==> src/rtl/mct_pkg.sv <==
`default_nettype none
package mct_pkg;

  // result queue depth, must be at least two
  localparam int unsigned FIFO_DEPTH_DEF = 4;

  localparam int unsigned LINE_W = 20;
  localparam int unsigned COL_W  = 16;

  localparam logic [LINE_W-1:0] LINE_MAX = {LINE_W{1'b1}};
  localparam logic [COL_W-1:0]  COL_MAX  = {COL_W{1'b1}};

  // event kinds
  localparam logic [1:0] EV_TEXT = 2'd0;
  localparam logic [1:0] EV_END  = 2'd1;
  localparam logic [1:0] EV_ERR  = 2'd2;
  localparam logic [1:0] EV_EOS  = 2'd3;

  // token types
  localparam logic [3:0] TT_COLON  = 4'd0;
  localparam logic [3:0] TT_COMMA  = 4'd1;
  localparam logic [3:0] TT_EQUAL  = 4'd2;
  localparam logic [3:0] TT_LPAREN = 4'd3;
  localparam logic [3:0] TT_RPAREN = 4'd4;
  localparam logic [3:0] TT_LBRACK = 4'd5;
  localparam logic [3:0] TT_RBRACK = 4'd6;
  localparam logic [3:0] TT_LBRACE = 4'd7;
  localparam logic [3:0] TT_RBRACE = 4'd8;
  localparam logic [3:0] TT_STRING = 4'd9;
  localparam logic [3:0] TT_NUMBER = 4'd10;
  localparam logic [3:0] TT_IDENT  = 4'd11;
  localparam logic [3:0] TT_UNDEF  = 4'd12;
  localparam logic [3:0] TT_NONE   = 4'd0;

  // error codes
  localparam logic [1:0] ERR_NONE   = 2'd0;
  localparam logic [1:0] ERR_SYMBOL = 2'd1;
  localparam logic [1:0] ERR_STRING = 2'd2;
  localparam logic [1:0] ERR_NUMBER = 2'd3;

  // characters
  localparam logic [7:0] CH_NUL    = 8'h00;
  localparam logic [7:0] CH_TAB    = 8'h09;
  localparam logic [7:0] CH_NL     = 8'h0A;
  localparam logic [7:0] CH_CR     = 8'h0D;
  localparam logic [7:0] CH_SPACE  = 8'h20;
  localparam logic [7:0] CH_QUOTE  = 8'h22;
  localparam logic [7:0] CH_HASH   = 8'h23;
  localparam logic [7:0] CH_LPAREN = 8'h28;
  localparam logic [7:0] CH_RPAREN = 8'h29;
  localparam logic [7:0] CH_STAR   = 8'h2A;
  localparam logic [7:0] CH_COMMA  = 8'h2C;
  localparam logic [7:0] CH_DOT    = 8'h2E;
  localparam logic [7:0] CH_SLASH  = 8'h2F;
  localparam logic [7:0] CH_ZERO   = 8'h30;
  localparam logic [7:0] CH_NINE   = 8'h39;
  localparam logic [7:0] CH_COLON  = 8'h3A;
  localparam logic [7:0] CH_EQUAL  = 8'h3D;
  localparam logic [7:0] CH_AT     = 8'h40;
  localparam logic [7:0] CH_UP_A   = 8'h41;
  localparam logic [7:0] CH_UP_Z   = 8'h5A;
  localparam logic [7:0] CH_LBRACK = 8'h5B;
  localparam logic [7:0] CH_BSLASH = 8'h5C;
  localparam logic [7:0] CH_RBRACK = 8'h5D;
  localparam logic [7:0] CH_UNDER  = 8'h5F;
  localparam logic [7:0] CH_LO_A   = 8'h61;
  localparam logic [7:0] CH_LO_Z   = 8'h7A;
  localparam logic [7:0] CH_LBRACE = 8'h7B;
  localparam logic [7:0] CH_RBRACE = 8'h7D;

  typedef enum logic [2:0] {
    MODE_IDLE   = 3'd0,
    MODE_LINE   = 3'd1,
    MODE_BLOCK  = 3'd2,
    MODE_STRING = 3'd3,
    MODE_NUMBER = 3'd4,
    MODE_IDENT  = 3'd5,
    MODE_AT     = 3'd6
  } mode_t;

  typedef struct packed {
    logic [7:0] char_in;
    logic       end_of_input;
  } in_item_t;

  typedef struct packed {
    logic [1:0]        event_kind;
    logic [3:0]        token_type;
    logic [7:0]        text_char;
    logic [LINE_W-1:0] line_no;
    logic [COL_W-1:0]  start_column;
    logic [1:0]        error_code;
    logic              last_of_run;
  } out_item_t;

  // results caused by one character, in order
  typedef struct packed {
    logic [1:0] count;
    out_item_t  first;
    out_item_t  second;
  } lex_res_t;

  function automatic out_item_t mk_res(input logic [1:0]        kind,
                                       input logic [3:0]        ttype,
                                       input logic [7:0]        ch,
                                       input logic [LINE_W-1:0] line,
                                       input logic [COL_W-1:0]  col,
                                       input logic [1:0]        err);
    out_item_t r;
    r.event_kind   = kind;
    r.token_type   = ttype;
    r.text_char    = ch;
    r.line_no      = line;
    r.start_column = col;
    r.error_code   = err;
    r.last_of_run  = 1'b0;
    return r;
  endfunction

  function automatic logic is_space(input logic [7:0] c);
    return (c == CH_SPACE) || ((c >= CH_TAB) && (c <= CH_CR));
  endfunction

  function automatic logic is_digit(input logic [7:0] c);
    return (c >= CH_ZERO) && (c <= CH_NINE);
  endfunction

  function automatic logic is_ident(input logic [7:0] c);
    return ((c >= CH_LO_A) && (c <= CH_LO_Z)) || ((c >= CH_UP_A) && (c <= CH_UP_Z)) ||
           is_digit(c) || (c == CH_UNDER) || (c == CH_DOT);
  endfunction

  // bit 4 flags a punctuation character, low bits carry its token type
  function automatic logic [4:0] punct_type(input logic [7:0] c);
    logic [4:0] r;
    case (c)
      CH_COLON:  r = {1'b1, TT_COLON};
      CH_COMMA:  r = {1'b1, TT_COMMA};
      CH_EQUAL:  r = {1'b1, TT_EQUAL};
      CH_LPAREN: r = {1'b1, TT_LPAREN};
      CH_RPAREN: r = {1'b1, TT_RPAREN};
      CH_LBRACK: r = {1'b1, TT_LBRACK};
      CH_RBRACK: r = {1'b1, TT_RBRACK};
      CH_LBRACE: r = {1'b1, TT_LBRACE};
      CH_RBRACE: r = {1'b1, TT_RBRACE};
      default:   r = {1'b0, TT_NONE};
    endcase
    return r;
  endfunction

endpackage
`default_nettype wire

==> src/rtl/mct_lexer.sv <==
`default_nettype none
module mct_lexer
  import mct_pkg::*;
(
  input  wire logic     clk,
  input  wire logic     rst_n,
  input  wire logic     accept,
  input  wire in_item_t item,
  output lex_res_t      res
);

  mode_t             mode_r,  mode_nxt;
  logic [7:0]        prev_r,  prev_nxt;
  logic              slash_r, slash_nxt;
  logic [1:0]        dots_r,  dots_nxt;
  logic [LINE_W-1:0] line_r,  line_nxt;
  logic [COL_W-1:0]  col_r,   col_nxt;
  logic [COL_W-1:0]  tst_r,   tst_nxt;

  logic [7:0] c;
  assign c = item.char_in;

  // decode of a character seen outside any token
  logic       i_res_v;
  out_item_t  i_res;
  mode_t      i_mode;
  logic       i_slash;
  logic       i_tst_we;
  logic       i_dot_clr;
  logic [4:0] pt;

  assign pt = punct_type(c);

  always_comb begin
    i_res_v   = 1'b0;
    i_res     = mk_res(EV_ERR, TT_UNDEF, CH_NUL, line_r, col_r, ERR_SYMBOL);
    i_mode    = MODE_IDLE;
    i_slash   = 1'b0;
    i_tst_we  = 1'b0;
    i_dot_clr = 1'b0;
    if (is_space(c)) begin
      i_mode = MODE_IDLE;
    end else if (c == CH_HASH) begin
      i_mode = MODE_LINE;
    end else if (c == CH_SLASH) begin
      i_slash  = 1'b1;
      i_tst_we = 1'b1;
    end else if (pt[4]) begin
      i_res_v = 1'b1;
      i_res   = mk_res(EV_END, pt[3:0], CH_NUL, line_r, col_r, ERR_NONE);
    end else begin
      i_tst_we = 1'b1;
      if (c == CH_AT) begin
        i_mode = MODE_AT;
      end else if (c == CH_QUOTE) begin
        i_mode = MODE_STRING;
      end else if (is_digit(c)) begin
        i_mode    = MODE_NUMBER;
        i_dot_clr = 1'b1;
        i_res_v   = 1'b1;
        i_res     = mk_res(EV_TEXT, TT_NUMBER, c, line_r, col_r, ERR_NONE);
      end else if (is_ident(c)) begin
        i_mode  = MODE_IDENT;
        i_res_v = 1'b1;
        i_res   = mk_res(EV_TEXT, TT_IDENT, c, line_r, col_r, ERR_NONE);
      end else begin
        i_res_v = 1'b1;
      end
    end
  end

  out_item_t num_fin;
  assign num_fin = (dots_r > 2'd1) ?
                   mk_res(EV_ERR, TT_NUMBER, CH_NUL, line_r, tst_r, ERR_NUMBER) :
                   mk_res(EV_END, TT_NUMBER, CH_NUL, line_r, tst_r, ERR_NONE);

  logic num_cont;
  assign num_cont = is_digit(c) || (c == CH_DOT);

  // next state
  always_comb begin
    mode_nxt  = mode_r;
    prev_nxt  = c;
    slash_nxt = slash_r;
    dots_nxt  = dots_r;
    line_nxt  = line_r;
    col_nxt   = col_r;
    tst_nxt   = tst_r;
    if (item.end_of_input) begin
      mode_nxt  = MODE_IDLE;
      prev_nxt  = CH_NUL;
      slash_nxt = 1'b0;
      dots_nxt  = 2'd0;
      line_nxt  = LINE_W'(1);
      col_nxt   = '0;
      tst_nxt   = '0;
    end else begin
      case (mode_r)
        MODE_LINE: begin
          if (c == CH_NL) mode_nxt = MODE_IDLE;
        end
        MODE_BLOCK: begin
          if ((c == CH_SLASH) && (prev_r == CH_STAR)) mode_nxt = MODE_IDLE;
        end
        MODE_STRING: begin
          if ((c == CH_QUOTE) && (prev_r != CH_BSLASH)) mode_nxt = MODE_IDLE;
        end
        MODE_NUMBER: begin
          if (num_cont) begin
            if ((c == CH_DOT) && (dots_r < 2'd2)) dots_nxt = dots_r + 2'd1;
          end else begin
            mode_nxt  = i_mode;
            slash_nxt = i_slash;
            if (i_tst_we) tst_nxt = col_r;
            if (i_dot_clr) dots_nxt = 2'd0;
          end
        end
        MODE_IDENT: begin
          if (!is_ident(c)) begin
            mode_nxt  = i_mode;
            slash_nxt = i_slash;
            if (i_tst_we) tst_nxt = col_r;
            if (i_dot_clr) dots_nxt = 2'd0;
          end
        end
        MODE_AT: begin
          if (is_space(c)) mode_nxt = MODE_IDLE;
        end
        default: begin
          mode_nxt = MODE_IDLE;
          if (slash_r) begin
            slash_nxt = 1'b0;
            if (c == CH_SLASH) begin
              mode_nxt = MODE_LINE;
            end else if (c == CH_STAR) begin
              mode_nxt = MODE_BLOCK;
              prev_nxt = CH_NUL;
            end else begin
              mode_nxt  = i_mode;
              slash_nxt = i_slash;
              if (i_tst_we) tst_nxt = col_r;
              if (i_dot_clr) dots_nxt = 2'd0;
            end
          end else begin
            mode_nxt  = i_mode;
            slash_nxt = i_slash;
            if (i_tst_we) tst_nxt = col_r;
            if (i_dot_clr) dots_nxt = 2'd0;
          end
        end
      endcase
      if (c == CH_NL) begin
        if (line_r != LINE_MAX) line_nxt = line_r + LINE_W'(1);
        col_nxt = '0;
      end else if (col_r != COL_MAX) begin
        col_nxt = col_r + COL_W'(1);
      end
    end
  end

  // results
  logic      f_v;
  out_item_t f_res;
  out_item_t eos;
  assign eos = mk_res(EV_EOS, TT_NONE, CH_NUL, line_r, col_r, ERR_NONE);

  always_comb begin
    res.count  = 2'd0;
    res.first  = eos;
    res.second = eos;
    f_v        = 1'b0;
    f_res      = eos;
    if (item.end_of_input) begin
      case (mode_r)
        MODE_IDLE: begin
          f_v   = slash_r;
          f_res = mk_res(EV_ERR, TT_UNDEF, CH_NUL, line_r, tst_r, ERR_SYMBOL);
        end
        MODE_STRING: begin
          f_v   = 1'b1;
          f_res = mk_res(EV_ERR, TT_STRING, CH_NUL, line_r, tst_r, ERR_STRING);
        end
        MODE_NUMBER: begin
          f_v   = 1'b1;
          f_res = num_fin;
        end
        MODE_IDENT: begin
          f_v   = 1'b1;
          f_res = mk_res(EV_END, TT_IDENT, CH_NUL, line_r, tst_r, ERR_NONE);
        end
        MODE_AT: begin
          f_v   = 1'b1;
          f_res = mk_res(EV_END, TT_UNDEF, CH_NUL, line_r, tst_r, ERR_NONE);
        end
        default: f_v = 1'b0;
      endcase
      if (f_v) begin
        res.first  = f_res;
        res.second = eos;
        res.count  = 2'd2;
      end else begin
        res.first = eos;
        res.count = 2'd1;
      end
    end else begin
      case (mode_r)
        MODE_LINE, MODE_BLOCK: res.count = 2'd0;
        MODE_STRING: begin
          res.count = 2'd1;
          if ((c == CH_QUOTE) && (prev_r != CH_BSLASH))
            res.first = mk_res(EV_END, TT_STRING, CH_NUL, line_r, tst_r, ERR_NONE);
          else
            res.first = mk_res(EV_TEXT, TT_STRING, c, line_r, tst_r, ERR_NONE);
        end
        MODE_NUMBER: begin
          if (num_cont) begin
            res.count = 2'd1;
            res.first = mk_res(EV_TEXT, TT_NUMBER, c, line_r, tst_r, ERR_NONE);
          end else begin
            res.first  = num_fin;
            res.second = i_res;
            res.count  = i_res_v ? 2'd2 : 2'd1;
          end
        end
        MODE_IDENT: begin
          if (is_ident(c)) begin
            res.count = 2'd1;
            res.first = mk_res(EV_TEXT, TT_IDENT, c, line_r, tst_r, ERR_NONE);
          end else begin
            res.first  = mk_res(EV_END, TT_IDENT, CH_NUL, line_r, tst_r, ERR_NONE);
            res.second = i_res;
            res.count  = i_res_v ? 2'd2 : 2'd1;
          end
        end
        MODE_AT: begin
          if (is_space(c)) begin
            res.count = 2'd1;
            res.first = mk_res(EV_END, TT_UNDEF, CH_NUL, line_r, tst_r, ERR_NONE);
          end
        end
        default: begin
          if (slash_r) begin
            if ((c != CH_SLASH) && (c != CH_STAR)) begin
              res.first  = mk_res(EV_ERR, TT_UNDEF, CH_NUL, line_r, tst_r, ERR_SYMBOL);
              res.second = i_res;
              res.count  = i_res_v ? 2'd2 : 2'd1;
            end
          end else begin
            res.first = i_res;
            res.count = i_res_v ? 2'd1 : 2'd0;
          end
        end
      endcase
    end
    if (res.count == 2'd1) res.first.last_of_run = 1'b1;
    if (res.count == 2'd2) res.second.last_of_run = 1'b1;
  end

  always_ff @(posedge clk) begin
    if (!rst_n) begin
      mode_r  <= MODE_IDLE;
      prev_r  <= CH_NUL;
      slash_r <= 1'b0;
      dots_r  <= 2'd0;
      line_r  <= LINE_W'(1);
      col_r   <= '0;
      tst_r   <= '0;
    end else if (accept) begin
      mode_r  <= mode_nxt;
      prev_r  <= prev_nxt;
      slash_r <= slash_nxt;
      dots_r  <= dots_nxt;
      line_r  <= line_nxt;
      col_r   <= col_nxt;
      tst_r   <= tst_nxt;
    end
  end

endmodule
`default_nettype wire

==> src/rtl/mct_fifo.sv <==
`default_nettype none
module mct_fifo
  import mct_pkg::*;
#(
  parameter int unsigned DEPTH = FIFO_DEPTH_DEF
) (
  input  wire logic      clk,
  input  wire logic      rst_n,
  input  wire logic      push,
  input  wire lex_res_t  push_res,
  output logic           room2,
  output logic           out_valid,
  input  wire logic      out_stall,
  output out_item_t      out_item
);

  localparam int unsigned PW = (DEPTH > 1) ? $clog2(DEPTH) : 1;
  localparam int unsigned CW = $clog2(DEPTH + 1);
  localparam logic [CW-1:0] LIMIT = CW'(DEPTH - 2);
  localparam logic [PW-1:0] LAST  = PW'(DEPTH - 1);

  out_item_t     mem_r [DEPTH];
  logic [PW-1:0] wr_r, wr_nxt, wr1;
  logic [PW-1:0] rd_r, rd_nxt;
  logic [CW-1:0] cnt_r, cnt_nxt;
  logic          pop;
  logic [1:0]    n_push;

  assign pop       = out_valid && !out_stall;
  assign n_push    = push ? push_res.count : 2'd0;
  assign out_valid = (cnt_r != '0);
  assign room2     = (cnt_r <= LIMIT);
  assign out_item  = mem_r[rd_r];
  assign wr1       = (wr_r == LAST) ? '0 : wr_r + PW'(1);

  always_comb begin
    case (n_push)
      2'd1:    wr_nxt = wr1;
      2'd2:    wr_nxt = (wr1 == LAST) ? '0 : wr1 + PW'(1);
      default: wr_nxt = wr_r;
    endcase
    rd_nxt  = pop ? ((rd_r == LAST) ? '0 : rd_r + PW'(1)) : rd_r;
    cnt_nxt = cnt_r + CW'(n_push) - CW'(pop);
  end

  always_ff @(posedge clk) begin
    if (n_push != 2'd0) mem_r[wr_r] <= push_res.first;
    if (n_push == 2'd2) mem_r[wr1]  <= push_res.second;
  end

  always_ff @(posedge clk) begin
    if (!rst_n) begin
      wr_r  <= '0;
      rd_r  <= '0;
      cnt_r <= '0;
    end else begin
      wr_r  <= wr_nxt;
      rd_r  <= rd_nxt;
      cnt_r <= cnt_nxt;
    end
  end

endmodule
`default_nettype wire

==> src/rtl/markup_char_tokenizer_top.sv <==
// a result is written into the result queue when its character is accepted and is offered on out_ from there
// throughput: one character per cycle while the input is not stalled; a character that gives two
//   results sends them out one at a time, and the result queue absorbs such bursts
// input stalls while the result queue has fewer than two free entries
// reset: synchronous, active low; lexer state returns to line 1, column 0, queue empties
`default_nettype none
module markup_char_tokenizer_top
  import mct_pkg::*;
#(
  parameter int unsigned FIFO_DEPTH = FIFO_DEPTH_DEF
) (
  input  wire logic     clk,
  input  wire logic     rst_n,
  input  wire logic     in_valid,
  output logic          in_stall,
  input  wire in_item_t in_item,
  output logic          out_valid,
  input  wire logic     out_stall,
  output out_item_t     out_item
);

  // transaction on the input side
  logic     in_accept;
  logic     room2;
  lex_res_t lex_res;

  // the queue must hold every result of a character before the character is taken
  assign in_stall  = !room2;
  assign in_accept = in_valid && !in_stall;

  // lexer state and per-character result decode
  mct_lexer u_lexer (
    .clk    (clk),
    .rst_n  (rst_n),
    .accept (in_accept),
    .item   (in_item),
    .res    (lex_res)
  );

  // result queue: up to two results written per cycle, one read per cycle while out_stall is low
  mct_fifo #(
    .DEPTH (FIFO_DEPTH)
  ) u_fifo (
    .clk       (clk),
    .rst_n     (rst_n),
    .push      (in_accept),
    .push_res  (lex_res),
    .room2     (room2),
    .out_valid (out_valid),
    .out_stall (out_stall),
    .out_item  (out_item)
  );

endmodule
`default_nettype wire
==> config.mk <==
export PLATFORM = sky130hd
export DESIGN_NAME = markup_char_tokenizer_top
export DESIGN_NICKNAME = d
export VERILOG_FILES = /design/src/rtl/mct_pkg.sv /design/src/rtl/mct_lexer.sv /design/src/rtl/mct_fifo.sv /design/src/rtl/markup_char_tokenizer_top.sv
export SDC_FILE = /design/constraint.sdc
export NUM_CORES = 1
export LEC_CHECK = 0
export ABC_AREA = 1
export BUFFER_PORTS_ARGS = -buffer_cell sky130_fd_sc_hd__buf_4
export CAP_MARGIN = 30
export CORE_UTILIZATION = 30
export CTS_CLUSTER_SIZE = 10
export DETAILED_ROUTE_END_ITERATION = 7
export SLEW_MARGIN = 20
export SYNTH_ARGS = -nofsm -noshare
export SYNTH_HDL_FRONTEND = slang
export SYNTH_HIERARCHICAL = 1
export SYNTH_SLANG_ARGS = --single-unit
export TNS_END_PERCENT = 100
==> constraint.sdc <==
create_clock -name clk -period 17.5 [get_ports clk]
set_input_delay 4.375 -clock clk [delete_from_list [all_inputs] [get_ports clk]]
set_output_delay 4.375 -clock clk [all_outputs]
set_load 0.02 [all_outputs]
==> summary.txt <==
status: complete, but fails checks
failing checks: DRC
asr flop ratio synth: 0
Starting Density: 0.3046
Pleak: 6.331 nW
Fmax: 126.9 MHz
CTS max path bufs: 3
post-cts repair resize count: 0
Finished Cell Area: 0.01778 mm2
worst reg2reg path startpoint: u_lexer/mode_r[0]
Yosys reg bits: 287
Hold Crit Class: register to register
fin crit period: 7.882 ns
Setup Buffers After CTS: 0
Detailed Route Iter0 Violations: 1,175
CP Capture Type: register
Sink Count: 287
CP Cell Sequence: buf_4, nand2_2, nor2_1, and2_1, nor2_4, nand2_4, nand2_1, nand4_1, nor2_2, inv_2, o21ai_0, nand2_1, inv_1, ha_1, nand2_4, o21ai_4, buf_4
CP peak stage delay: 0.55 ns
first-pass GRT wire length: 69,900 um
Post-DP Area: 0.01670 mm2
cts hold-fix bufs: 0
post-synthesis sequential area ratio: 0.4896
Flop pwr share: 0.376
commonest non-fill, non-tap cell in the layout: nand2_1
Worst setup SP type: input pin
Die X: 233.4 um
hpwl dp: 29,330 um
I/O pins: 68
share of the synthesized area in the top cell type: 0.3962
Die Span Y: 233.4 um
share of total power in combinational logic: 0.350
DR vias: 13,360
clock latency on the worst-skew pair: 0.54 ns
synth warn: 6
# rows: 84
Cell Area, Synth: 0.01607 mm2
Die Area: 0.05449 mm2
Syn Area/Cell: 8.071 um2
final hold slack: 0.4738 ns
vias in the first global route: 12,570
H-tree depth: 2
setup TNS: 0 ns
Synth cell types: 49
Pins Over Slew Limit: 0
crit path DAT: 8.05 ns
Crit Path Max Fanout: 44
Post-synth EDFFs: 212
CTS buffer count: 36
Final Wtd Congestion: 0.9010
sw frac: 0.3740
Final Skew: 0.02048 ns
Power Internal: 0.001558 W
kind of critical path: input pin to register
period utilization: 0.4504
dominant synthesized flop cell: edfxtp_1
post-route ant nets: 0
WP data required: 17.67 ns
DR pass1 iterations: 8
Final Power: 0.002489 W
DRC: 8
Clk pwr share: 0.274
GRT Overall Usage: 0.1625
critical path startpoint: in_item[2]
Port-buffer cells: 67
layout cells sized above 1: 0.1016
Hold Fails Final Rpt: 0
Via-to-Cell Ratio: 4.989
Avg WL per Cell: 16.55 um
unrepaired setup endpoints after global routing: no
critical path's slowest cell: buf_4
Top Family by Delay on Critical Path: simple AND/OR/NAND/NOR gates
worst relative slew slack: 0.3697
clk root buf: clkbuf_16
Layout Utilization: 0.3371
Layout fillers: 5,438
WP buf/inv: 4
P&R area growth vs syn: 10.67%
Synth area leaders: edfxtp_1 (40%), o21ai_0 (11%), nand2_1 (10%), dfxtp_1 (9.3%), nor2_1 (5.2%)
Yosys top cell by area: edfxtp_1
clock edge transition at the registers on the reported setup and hold paths: 0.06 ns
register area: 0.007873 mm2
largest net degree at the start of global routing: 107
Max-cap violations: 0
commonest non-fill, non-tap cells in the layout: nand2_1 (432), o21ai_0 (355), nor2_1 (223)
initial antenna violation count: 0
diode count: 0
CTS tree: yes
Worst Min Path Start: u_lexer/tst_r[14]
number of setup violations in the final report: 0
Multi-input gate area: 0.006613 mm2
VDD IR-drop max: 59.15 uV
Sw Pwr: 0.0009311 W
Gate Count Post-Synth: 1,991
final WL: 44,310 um
worst slew pin tran: 0.9418 ns
Core Region: 0.05276 mm2
power per cell area: 140.0 mW/mm2
gr ovfl total: 0
# nets final: 1,989
-- flip-flops by register name, summed over array words and instances, names as in the netlist, 2 cells and up, named ones only --
register	flops
u_fifo/rd_r	2
u_fifo/cnt_r	3
u_fifo/mem_r	212
u_lexer/col_r	16
u_lexer/line_r	20
u_lexer/prev_r	8
u_lexer/dots_r	2
u_lexer/mode_r	3
u_fifo/wr_r	2
u_lexer/tst_r	16
-- cell usage after synthesis (all sizes together) (29+ instances only) --
cell / count
o22ai: 55
nor3: 29
edfxtp: 212
nand3: 77
a21oi: 54
nand2: 450
o21ai: 379
nor2: 254
dfxtp: 75
buf: 107
clkbuf: 45
inv: 174
-- metrics by stage --
| stage | instances | setup slack (ns) |
|---|---|---|
| floorplan | 1992 | 7.344 |
| CTS | 2675 | 9.639 |
| finish | 2677 | 9.618 |
| global placement | 2605 | 8.739 |
| global route | 2677 | 9.355 |
| detailed placement | 2610 | 9.094 |
-- power groups by stage --
stage / sequential [W] / clock [W] / combinational [W]
6_report: 0.000936 / 0.000683 / 0.000871
5_1_grt: 0.000948 / 0.000721 / 0.000967
4_1_cts: 0.000936 / 0.000699 / 0.000890
3_5_place_dp: 0.000950 / 0 / 0.000888
3_3_place_gp: 0.000949 / 0 / 0.000866
2_1_floorplan: 0.000953 / 0 / 0.000564
-- final timing paths --
path | endpoint | slack (ns) | cells after the start
worst max-delay path | u_fifo/mem_r[0][28] | 9.62 | 17
worst min-delay path | u_lexer/tst_r[14] | 0.47 | 2
worst max register to register | u_fifo/mem_r[0][28] | 13.11 | 16
worst min register to register | u_lexer/tst_r[14] | 0.47 | 2
-- cells by family (layout without fill, tap and decap cells) --
| logic type | Yosys count | after routing | share of synthesized area |
|---|---|---|---|
| compound gates | 518 | 518 | 0.1712 |
| xor+xnor | 5 | 5 | 0.002726 |
| fa+ha+maj | 14 | 14 | 0.01137 |
| buf+inv | 326 | 323 | 0.1021 |
| flops | 287 | 287 | 0.4896 |
| other cells | 1 | 2 | 0.0002334 |
| simple gates | 840 | 840 | 0.2228 |
-- layer usage --
layer | GRT usage | wire length (um)
met5 | 0 | 0
met4 | 0.05459 | 1235
met3 | 0.02478 | 2462
met2 | 0.2647 | 20520
met1 | 0.2189 | 20090
-- final cells by class --
cell class              count  area share
clock buffers              60     0.05685
clock inverters             5    0.002533
inverters                 174     0.03715
multi-input cells        1379      0.3718
flip-flops and latches    287      0.4427
well taps                 688     0.04841
repair buffers             84     0.04053
-- worst register-to-register path: stages, from the launching register on --
cell     delay [ns]
dfxtp_1        0.35
inv_1          0.15
nand2_1        0.13
nor2_1         0.27
inv_1          0.11
nand3_1        0.10
a21oi_1        0.06
nor2_2         0.10
buf_4          0.33
inv_1          0.18
o21ai_0        0.12
nand2_1        0.13
inv_1          0.09
ha_1           0.44
nand2_4        0.39
o21ai_4        0.49
buf_4          0.56
No activity file was read; power rests on OpenSTA's default activity.
